`config.mk`:
```
export PLATFORM = sky130hd
export DESIGN_NAME = quicksort_engine_unit
export DESIGN_NICKNAME = d
export VERILOG_FILES = /design/src/hw/rtl/qse_pkg.sv /design/src/hw/rtl/qse_ram.sv /design/src/hw/rtl/qse_cmp.sv /design/src/hw/rtl/quicksort_engine_unit.sv
export SDC_FILE = /design/constraint.sdc
export NUM_CORES = 2
export LEC_CHECK = 0
export BUFFER_PORTS_ARGS = -buffer_cell sky130_fd_sc_hd__buf_2
export CAP_MARGIN = 20
export CORE_UTILIZATION = 45
export CTS_CLUSTER_DIAMETER = 30
export CTS_CLUSTER_SIZE = 12
export DETAILED_ROUTE_END_ITERATION = 7
export RECOVER_POWER = 25
export SYNTH_ARGS = -nofsm -noshare
export SYNTH_HDL_FRONTEND = slang
export SYNTH_SLANG_ARGS = --single-unit
```
`constraint.sdc`:
```
create_clock -name aclk -period 6.55 [get_ports aclk]
set_input_delay 1.31 -clock aclk [delete_from_list [all_inputs] [get_ports aclk]]
set_output_delay 1.31 -clock aclk [all_outputs]
set_load 0.03 [all_outputs]
```
`src/hw/rtl/qse_pkg.sv`:
```
// qse_pkg: shared types and default constants of the quicksort engine
// used by qse_cmp, quicksort_engine_unit and the testbench; no dependencies
package qse_pkg;

    // fixed widths of the request and result fields
    localparam int ITEM_W          = 32;

    // defaults for the top level parameters
    localparam int MAX_ELEMS_DEF   = 64;
    localparam int DATA_WIDTH_DEF  = 32;

    // result of one pass through the shared compare unit
    typedef struct packed {
        logic lt;
        logic gt;
    } cmp_res_t;

endpackage

```
`src/hw/rtl/qse_ram.sv`:
```
// qse_ram: generic single write port, single read port memory with registered read
// no package dependencies
module qse_ram #(
    parameter int WIDTH = 32,
    parameter int DEPTH = 64
) (
    input  logic                     aclk,
    input  logic                     we,
    input  logic [$clog2(DEPTH)-1:0] waddr,
    input  logic [WIDTH-1:0]         wdata,
    input  logic [$clog2(DEPTH)-1:0] raddr,
    output logic [WIDTH-1:0]         rdata
);

    logic [WIDTH-1:0] mem [DEPTH];
    logic [WIDTH-1:0] rdata_reg;

    always_ff @(posedge aclk) begin
        if (we) begin
            mem[waddr] <= wdata;
        end
        rdata_reg <= mem[raddr];
    end

    assign rdata = rdata_reg;

endmodule

```
`src/hw/rtl/qse_cmp.sv`:
```
// qse_cmp: shared signed two's complement compare used by both partition scans
// depends on qse_pkg for the result struct
module qse_cmp #(
    parameter int DATA_WIDTH = 32
) (
    input  logic signed [DATA_WIDTH-1:0] a,
    input  logic signed [DATA_WIDTH-1:0] b,
    output qse_pkg::cmp_res_t            res
);
    import qse_pkg::*;

    always_comb begin
        res.lt = (a < b);
        res.gt = (a > b);
    end

endmodule

```
`src/hw/rtl/quicksort_engine_unit.sv`:
```
// quicksort_engine_unit: loads one value per request until end of set, sorts the set
// in place by quicksort (middle pivot, two converging scans, explicit range stack)
// load: s_ready stays high, so requests are taken back to back; sort: scan steps go one at a
// time through the single store read port; emit: 1 per cycle unless stalled by m_ready;
// s_ready is low from the end of set request until the last result is loaded
// reset is synchronous active low and clears control state only; no clearing pass
module quicksort_engine_unit #(
    parameter int MAX_ELEMS  = qse_pkg::MAX_ELEMS_DEF,
    parameter int DATA_WIDTH = qse_pkg::DATA_WIDTH_DEF
) (
    input  logic                              aclk,
    input  logic                              aresetn,
    input  logic                              s_valid,
    output logic                              s_ready,
    input  logic signed [qse_pkg::ITEM_W-1:0] s_item_value,
    input  logic                              s_end_of_set,
    output logic                              m_valid,
    input  logic                              m_ready,
    output logic signed [qse_pkg::ITEM_W-1:0] m_sorted_value,
    output logic                              m_last_out,
    output logic                              m_overflowed
);
    import qse_pkg::*;

    localparam int IDX_W = $clog2(MAX_ELEMS);
    localparam int CNT_W = $clog2(MAX_ELEMS + 1);
    localparam int PW    = IDX_W + 2;
    localparam int SK_W  = 2 * IDX_W;
    localparam logic [CNT_W-1:0] MAX_CNT = CNT_W'(MAX_ELEMS);

    localparam logic [3:0] S_LOAD    = 4'd0;
    localparam logic [3:0] S_POP     = 4'd1;
    localparam logic [3:0] S_POPW    = 4'd2;
    localparam logic [3:0] S_PIV     = 4'd3;
    localparam logic [3:0] S_LCMP    = 4'd4;
    localparam logic [3:0] S_RCMP    = 4'd5;
    localparam logic [3:0] S_SW1     = 4'd6;
    localparam logic [3:0] S_SW2     = 4'd7;
    localparam logic [3:0] S_PUSH1   = 4'd8;
    localparam logic [3:0] S_PUSH2   = 4'd9;
    localparam logic [3:0] S_EMIT_RD = 4'd10;
    localparam logic [3:0] S_EMIT    = 4'd11;

    logic [3:0]                   state_reg, state_next;
    logic [CNT_W-1:0]             count_reg, count_next;
    logic                         ovf_reg, ovf_next;
    logic [CNT_W-1:0]             sp_reg, sp_next;
    logic [IDX_W-1:0]             lo_reg, lo_next;
    logic [IDX_W-1:0]             hi_reg, hi_next;
    logic signed [PW-1:0]         left_reg, left_next;
    logic signed [PW-1:0]         right_reg, right_next;
    logic signed [DATA_WIDTH-1:0] pk_reg, pk_next;
    logic signed [DATA_WIDTH-1:0] lval_reg, lval_next;
    logic signed [DATA_WIDTH-1:0] rval_reg, rval_next;
    logic [CNT_W-1:0]             emit_idx_reg, emit_idx_next;
    logic                         m_valid_reg, m_valid_next;
    logic signed [ITEM_W-1:0]     out_val_reg, out_val_next;
    logic                         out_last_reg, out_last_next;
    logic                         out_ovf_reg, out_ovf_next;

    logic                         st_we;
    logic [IDX_W-1:0]             st_waddr, st_raddr;
    logic [DATA_WIDTH-1:0]        st_wdata, st_rdata;
    logic                         sk_we;
    logic [IDX_W-1:0]             sk_waddr, sk_raddr;
    logic [SK_W-1:0]              sk_wdata, sk_rdata;

    logic signed [DATA_WIDTH-1:0] in_val;
    logic signed [DATA_WIDTH-1:0] rd_val;
    cmp_res_t                     cmp;
    logic signed [PW-1:0]         lo_s, hi_s, left_p1, left_m1, right_m1;
    logic [CNT_W-1:0]             count_after;
    logic                         accept, load_out, emit_last;

    qse_ram #(.WIDTH(DATA_WIDTH), .DEPTH(MAX_ELEMS)) u_store (
        .aclk  (aclk),
        .we    (st_we),
        .waddr (st_waddr),
        .wdata (st_wdata),
        .raddr (st_raddr),
        .rdata (st_rdata)
    );

    qse_ram #(.WIDTH(SK_W), .DEPTH(MAX_ELEMS)) u_stack (
        .aclk  (aclk),
        .we    (sk_we),
        .waddr (sk_waddr),
        .wdata (sk_wdata),
        .raddr (sk_raddr),
        .rdata (sk_rdata)
    );

    assign rd_val = $signed(st_rdata);

    qse_cmp #(.DATA_WIDTH(DATA_WIDTH)) u_cmp (
        .a   (rd_val),
        .b   (pk_reg),
        .res (cmp)
    );

    // narrower widths truncate, wider ones sign extend
    assign in_val   = DATA_WIDTH'(s_item_value);
    assign lo_s     = $signed(PW'(lo_reg));
    assign hi_s     = $signed(PW'(hi_reg));
    assign left_p1  = left_reg + PW'(1);
    assign left_m1  = left_reg - PW'(1);
    assign right_m1 = right_reg - PW'(1);

    assign s_ready   = (state_reg == S_LOAD);
    assign accept    = s_valid && s_ready;
    assign load_out  = !m_valid_reg || m_ready;
    assign emit_last = (emit_idx_reg == count_reg - CNT_W'(1));
    assign count_after = (count_reg < MAX_CNT) ? count_reg + CNT_W'(1) : count_reg;

    always_comb begin
        state_next    = state_reg;
        count_next    = count_reg;
        ovf_next      = ovf_reg;
        sp_next       = sp_reg;
        lo_next       = lo_reg;
        hi_next       = hi_reg;
        left_next     = left_reg;
        right_next    = right_reg;
        pk_next       = pk_reg;
        lval_next     = lval_reg;
        rval_next     = rval_reg;
        emit_idx_next = emit_idx_reg;
        m_valid_next  = m_valid_reg && !m_ready;
        out_val_next  = out_val_reg;
        out_last_next = out_last_reg;
        out_ovf_next  = out_ovf_reg;
        st_we         = 1'b0;
        st_waddr      = count_reg[IDX_W-1:0];
        st_wdata      = in_val;
        st_raddr      = '0;
        sk_we         = 1'b0;
        sk_waddr      = sp_reg[IDX_W-1:0];
        sk_wdata      = '0;
        sk_raddr      = '0;

        case (state_reg)
            S_LOAD: begin
                if (accept) begin
                    if (count_reg < MAX_CNT) begin
                        st_we = 1'b1;
                    end else begin
                        ovf_next = 1'b1;
                    end
                    count_next = count_after;
                    if (s_end_of_set) begin
                        if (count_after < CNT_W'(2)) begin
                            state_next = S_EMIT_RD;
                        end else begin
                            sk_we      = 1'b1;
                            sk_waddr   = '0;
                            sk_wdata   = {IDX_W'(0), IDX_W'(count_after - CNT_W'(1))};
                            sp_next    = CNT_W'(1);
                            state_next = S_POP;
                        end
                    end
                end
            end
            S_POP: begin
                if (sp_reg == '0) begin
                    state_next = S_EMIT_RD;
                end else begin
                    sk_raddr   = IDX_W'(sp_reg - CNT_W'(1));
                    sp_next    = sp_reg - CNT_W'(1);
                    state_next = S_POPW;
                end
            end
            S_POPW: begin
                lo_next    = sk_rdata[SK_W-1:IDX_W];
                hi_next    = sk_rdata[IDX_W-1:0];
                left_next  = $signed(PW'(sk_rdata[SK_W-1:IDX_W]));
                right_next = $signed(PW'(sk_rdata[IDX_W-1:0]));
                st_raddr   = IDX_W'((IDX_W + 1)'(sk_rdata[SK_W-1:IDX_W])
                             + (IDX_W + 1)'(sk_rdata[IDX_W-1:0]) >> 1);
                state_next = S_PIV;
            end
            S_PIV: begin
                pk_next    = rd_val;
                st_raddr   = left_reg[IDX_W-1:0];
                state_next = S_LCMP;
            end
            S_LCMP: begin
                // read data belongs to the left index
                if (left_reg < hi_s && cmp.lt) begin
                    left_next = left_p1;
                    st_raddr  = left_p1[IDX_W-1:0];
                end else begin
                    lval_next  = rd_val;
                    st_raddr   = right_reg[IDX_W-1:0];
                    state_next = S_RCMP;
                end
            end
            S_RCMP: begin
                if (right_reg > lo_s && cmp.gt) begin
                    right_next = right_m1;
                    st_raddr   = right_m1[IDX_W-1:0];
                end else begin
                    rval_next = rd_val;
                    if (left_reg <= right_reg) begin
                        state_next = S_SW1;
                    end else begin
                        state_next = S_PUSH1;
                    end
                end
            end
            S_SW1: begin
                st_we      = 1'b1;
                st_waddr   = left_reg[IDX_W-1:0];
                st_wdata   = rval_reg;
                state_next = S_SW2;
            end
            S_SW2: begin
                st_we      = 1'b1;
                st_waddr   = right_reg[IDX_W-1:0];
                st_wdata   = lval_reg;
                st_raddr   = left_p1[IDX_W-1:0];
                left_next  = left_p1;
                right_next = right_m1;
                if (left_p1 <= right_m1) begin
                    state_next = S_LCMP;
                end else begin
                    state_next = S_PUSH1;
                end
            end
            S_PUSH1: begin
                if (lo_s < left_m1 && sp_reg < MAX_CNT) begin
                    sk_we    = 1'b1;
                    sk_wdata = {lo_reg, left_m1[IDX_W-1:0]};
                    sp_next  = sp_reg + CNT_W'(1);
                end
                state_next = S_PUSH2;
            end
            S_PUSH2: begin
                if (left_reg < hi_s && sp_reg < MAX_CNT) begin
                    sk_we    = 1'b1;
                    sk_wdata = {left_reg[IDX_W-1:0], hi_reg};
                    sp_next  = sp_reg + CNT_W'(1);
                end
                state_next = S_POP;
            end
            S_EMIT_RD: begin
                st_raddr      = '0;
                emit_idx_next = '0;
                state_next    = S_EMIT;
            end
            S_EMIT: begin
                // hold the read address while the result register is stalled
                st_raddr = emit_idx_reg[IDX_W-1:0];
                if (load_out) begin
                    st_raddr      = IDX_W'(emit_idx_reg + CNT_W'(1));
                    m_valid_next  = 1'b1;
                    out_val_next  = ITEM_W'(rd_val);
                    out_last_next = emit_last;
                    out_ovf_next  = ovf_reg;
                    emit_idx_next = emit_idx_reg + CNT_W'(1);
                    if (emit_last) begin
                        count_next = '0;
                        ovf_next   = 1'b0;
                        sp_next    = '0;
                        state_next = S_LOAD;
                    end
                end
            end
            default: begin
                state_next = S_LOAD;
            end
        endcase
    end

    always_ff @(posedge aclk) begin
        if (!aresetn) begin
            state_reg   <= S_LOAD;
            count_reg   <= '0;
            ovf_reg     <= 1'b0;
            sp_reg      <= '0;
            m_valid_reg <= 1'b0;
        end else begin
            state_reg   <= state_next;
            count_reg   <= count_next;
            ovf_reg     <= ovf_next;
            sp_reg      <= sp_next;
            m_valid_reg <= m_valid_next;
        end
    end

    always_ff @(posedge aclk) begin
        lo_reg       <= lo_next;
        hi_reg       <= hi_next;
        left_reg     <= left_next;
        right_reg    <= right_next;
        pk_reg       <= pk_next;
        lval_reg     <= lval_next;
        rval_reg     <= rval_next;
        emit_idx_reg <= emit_idx_next;
        out_val_reg  <= out_val_next;
        out_last_reg <= out_last_next;
        out_ovf_reg  <= out_ovf_next;
    end

    assign m_valid        = m_valid_reg;
    assign m_sorted_value = out_val_reg;
    assign m_last_out     = out_last_reg;
    assign m_overflowed   = out_ovf_reg;

endmodule

```
==> impl_results.md <==
* Status: finished with violations
* Failing checks: capacitance limit, slew limit
* Non-Filler Instances at 12900
* Syn Nets at 8392
* Number of max-cap violations at 20
* WP data arrival at 7.26 ns
* GR Overflow Total at 0
* Total Routed Length at 396 mm
* Via/cell ratio at 6.28
* Register bit total from synthesis at 3045
* Leading area contributor after synthesis: edfxtp_1
* Top reg by flops: u_store.mem
* WS Path Type: flip-flop to flip-flop
* CP bufs+invs at 1
* Latest clock arrival within the worst-skew pair at 1.04 ns
* Commonest cells post-synth: 2981 x edfxtp_1, 575 x nand2_1, 512 x clkbuf_1
* Critical Path Max Stage Delay at 1.03 ns
* Number of global-route vias before repair at 78200
* Hold slack at 0.441 ns
* DP Area at 132000 um^2
* Crit. End Element: flip-flop
* Syn_area_per_cell at 15.1 um^2
* Ranking of synthesized cells by area: edfxtp_1 72%, mux2i_1 3.6%, a211oi_1 2.1%
* Maximum VDD drop at 0.000479 V
* Post-Synth Adder-Cell Area at 0.809%
* Seq/Total Area, Yosys at 72.9%
* Max reg flops at 2048
* Worst Path Required at 7.29 ns
* Internal power at 50.3 mW
* Wire length per cell at 30.7 um
* Worst-margin pin slew at 2.17 ns
* Antenna viol nets, final at 0
* GRT busiest layer: met2
* HPWL Detailed at 236 mm
* Post-route minimum period at 6.53 ns
* Drt pass-1 iters at 8
* Largest net degree at the start of global routing at 159
* Max frequency at 0.153 GHz
* Placed Cells incl. Taps at 11800
* Grt met2 use at 42.2%
* Rows at 192
* Area Growth Syn to Fin at 22.0%
* Lkg Pwr at 52.3 nW
* First-pass GRT wire length at 564 mm
* Yosys top cell area share at 71.9%
* Regs by FF count: u_store.mem x2048, u_stack.mem x768
* CTS clk-pin slew, worst paths at 0.06 ns
* Most used DFF post-synth: edfxtp_1
* Post-synthesis compound-gate area fraction at 11.2%
* Initial antenna violation count at 23
* CTS tree: done
* Post-synthesis mux area share at 5.04%
* Sw Ratio at 37.4%
* Asr flop ratio synth at 0%
* Io pins at 73
* Netlist cell types at 89
* Clock H-tree levels at 6
* Post-CTS Setup Bufs at 0
* CTS Sinks at 3045
* Max FO, Critical Path at 60
* Logic pwr share at 33.6%
* CP delay by family, top: compound AO/OA/AOI/OAI gates
* Met3 Use GR at 6.10%
* Initial Util at 45.4%
* Layout Nets at 8850
* Share of layout cells above drive strength 1 at 18.6%
* Clock Power Share at 37.1%
* PostCTS Resize Cnt at 0
* Worst Hold Class: flip-flop to flip-flop
* PortBufs at 72
* CP max stage cell: a2111oi_2
* Hold_buf cts at 0
* # setup viols final at 0
* Clk buf depth at 4
* Final setup skew at 0.129 ns
* 1st-iter DRT viols at 10800
* Die X at 528 um
* Syn Inst Count at 8275
* Final slew viol count at 1239
* Clk root buf: clkbuf_16
* RSZ-0062 raised after global routing: false
* Setup TNS at 0 ns
* Core area at 275000 um^2
* Psw at 30.1 mW
* Number of flops mapped to enable cells by yosys at 2981
* Die Height at 528 um
* Slew margin rel. at -44.6%
* CTS buffer count at 570
* Period utilisation layout at 99.6%
* GR met1 Demand/Resource at 37.3%
* CP Launch Type: flip-flop
* Synth warn at 0
* Final hold viol count at 0
* DRC at 0
* Cell chain of the critical path: clkbuf_1 -> ha_1 -> nor2b_1 -> o211ai_1 -> a21boi_2 -> o31a_1 -> o21ai_4 -> a311o_1 -> or2_4 -> nor2_2 -> and3_1 -> a2111oi_2 -> nand4_1
* Die area at 279000 um^2
* Total track usage at 27.8%
* PD cells at 529 nW/um^2
* Gp weighted congestion at 0.918
* Seq pwr share at 29.3%
* Final Instance Area at 152000 um^2
* Synth Area in XOR/XNOR at 0.401%
* Finished Core Util at 55.3%
* Count leader, synth: edfxtp_1
* Main combinational cell family by area after synthesis: compound AO/OA/AOI/OAI gates
* Post-Synth Simple-Gate Area at 7.28%
* Vias at 81100
* Mapped Area at 125000 um^2
[cell type report]
class                   count  area [um^2]
fillers                 21400       123000
flip-flops and latches   3045        90800
multi-input cells        4472        31700
clock buffers             644        14700
clock inverters           398         5210
well taps                3686         4610
repair buffers            543         4470
inverters                 101          385
diodes                     12         30.0
[worst reg2reg max path: cells and delay by family, from the launching register on]
kind | cells | cell delay, ns
AOI/OAI and AO/OA | 6 | 2.51
and+or+nand+nor | 5 | 2.19
DFF | 1 | 0.38
adders and majority gates | 1 | 0.40
buffers and inverters | 1 | 0.74
[power groups by stage]
| stage | Sequential, mW | Clock, mW | Combinational (mW) |
|---|---|---|---|
| final | 23.6 | 29.8 | 27.0 |
| after global routing | 23.6 | 31.0 | 27.9 |
| after CTS | 23.5 | 30.0 | 26.4 |
| after detailed placement | 23.8 | 0 | 26.3 |
| after global placement | 23.8 | 0 | 26.0 |
| after floorplan | 23.6 | 0 | 14.5 |
[per-layer routing]
layer | part of all wire (%) | up-vias | wire length, um
li1 | - | 34300 | -
met1 | 39 | 41200 | 156000
met2 | 45 | 4682 | 180000
met3 | 9.8 | 899 | 39000
met4 | 5.6 | 18 | 22000
met5 | 0.028 | - | 111
[kinds of logic (layout without fill, tap and decap cells)]
| kind of cell | count (synthesis) | count (layout) |
|---|---|---|
| other | 0 | 12 |
| and+or+nand+nor | 1834 | 1834 |
| buffers and inverters | 758 | 1686 |
| AOI/OAI and AO/OA | 1960 | 1960 |
| xor gates and xnor gates | 57 | 57 |
| muxes | 541 | 541 |
| adders and majority gates | 80 | 80 |
| DFF | 3045 | 3045 |
[metrics by stage]
| stage | setup WS (ns) | total power [mW] |
|---|---|---|
| final | 0.0240 | 80.3 |
| after global routing | 0.0626 | 82.4 |
| after global placement | -0.0927 | 49.8 |
| after detailed placement | 0.278 | 50.1 |
| after floorplan | 0.701 | 38.1 |
| after CTS | 0.283 | 79.9 |
[final timing paths]
kind,startpoint,end,slack [ns],depth (start not counted)
setup / recovery,u_store.rdata[1],u_store.rdata[22],0.02,13
hold / removal,ovf_reg,m_overflowed,0.44,0
setup reg to reg,u_store.rdata[1],u_store.rdata[22],0.02,13
hold reg to reg,ovf_reg,m_overflowed,0.44,0
[cell usage in the layout (no fill, tap or decap), drive strengths merged, types with 27 or more instances in the layout]
cell / instances
edfxtp: 2981
clkbuf: 718
nand2: 575
o21ai: 490
buf: 469
mux2i: 450
nand3: 393
a211oi: 348
clkinv: 223
nor2: 214
o22ai: 209
or3: 197
and3: 182
a2111oi: 162
inv: 141
o211ai: 120
a31oi: 101
and2: 99
a21oi: 95
o41ai: 94
ha: 79
bufinv: 71
mux4: 67
dfxtp: 64
clkinvlp: 64
nand4: 61
a32oi: 55
a311oi: 52
xnor2: 32
a222oi: 32
a31o: 32
nor2b: 28
nor3: 28
o221a: 27
Note: power is estimated with default switching activity, not from simulation.
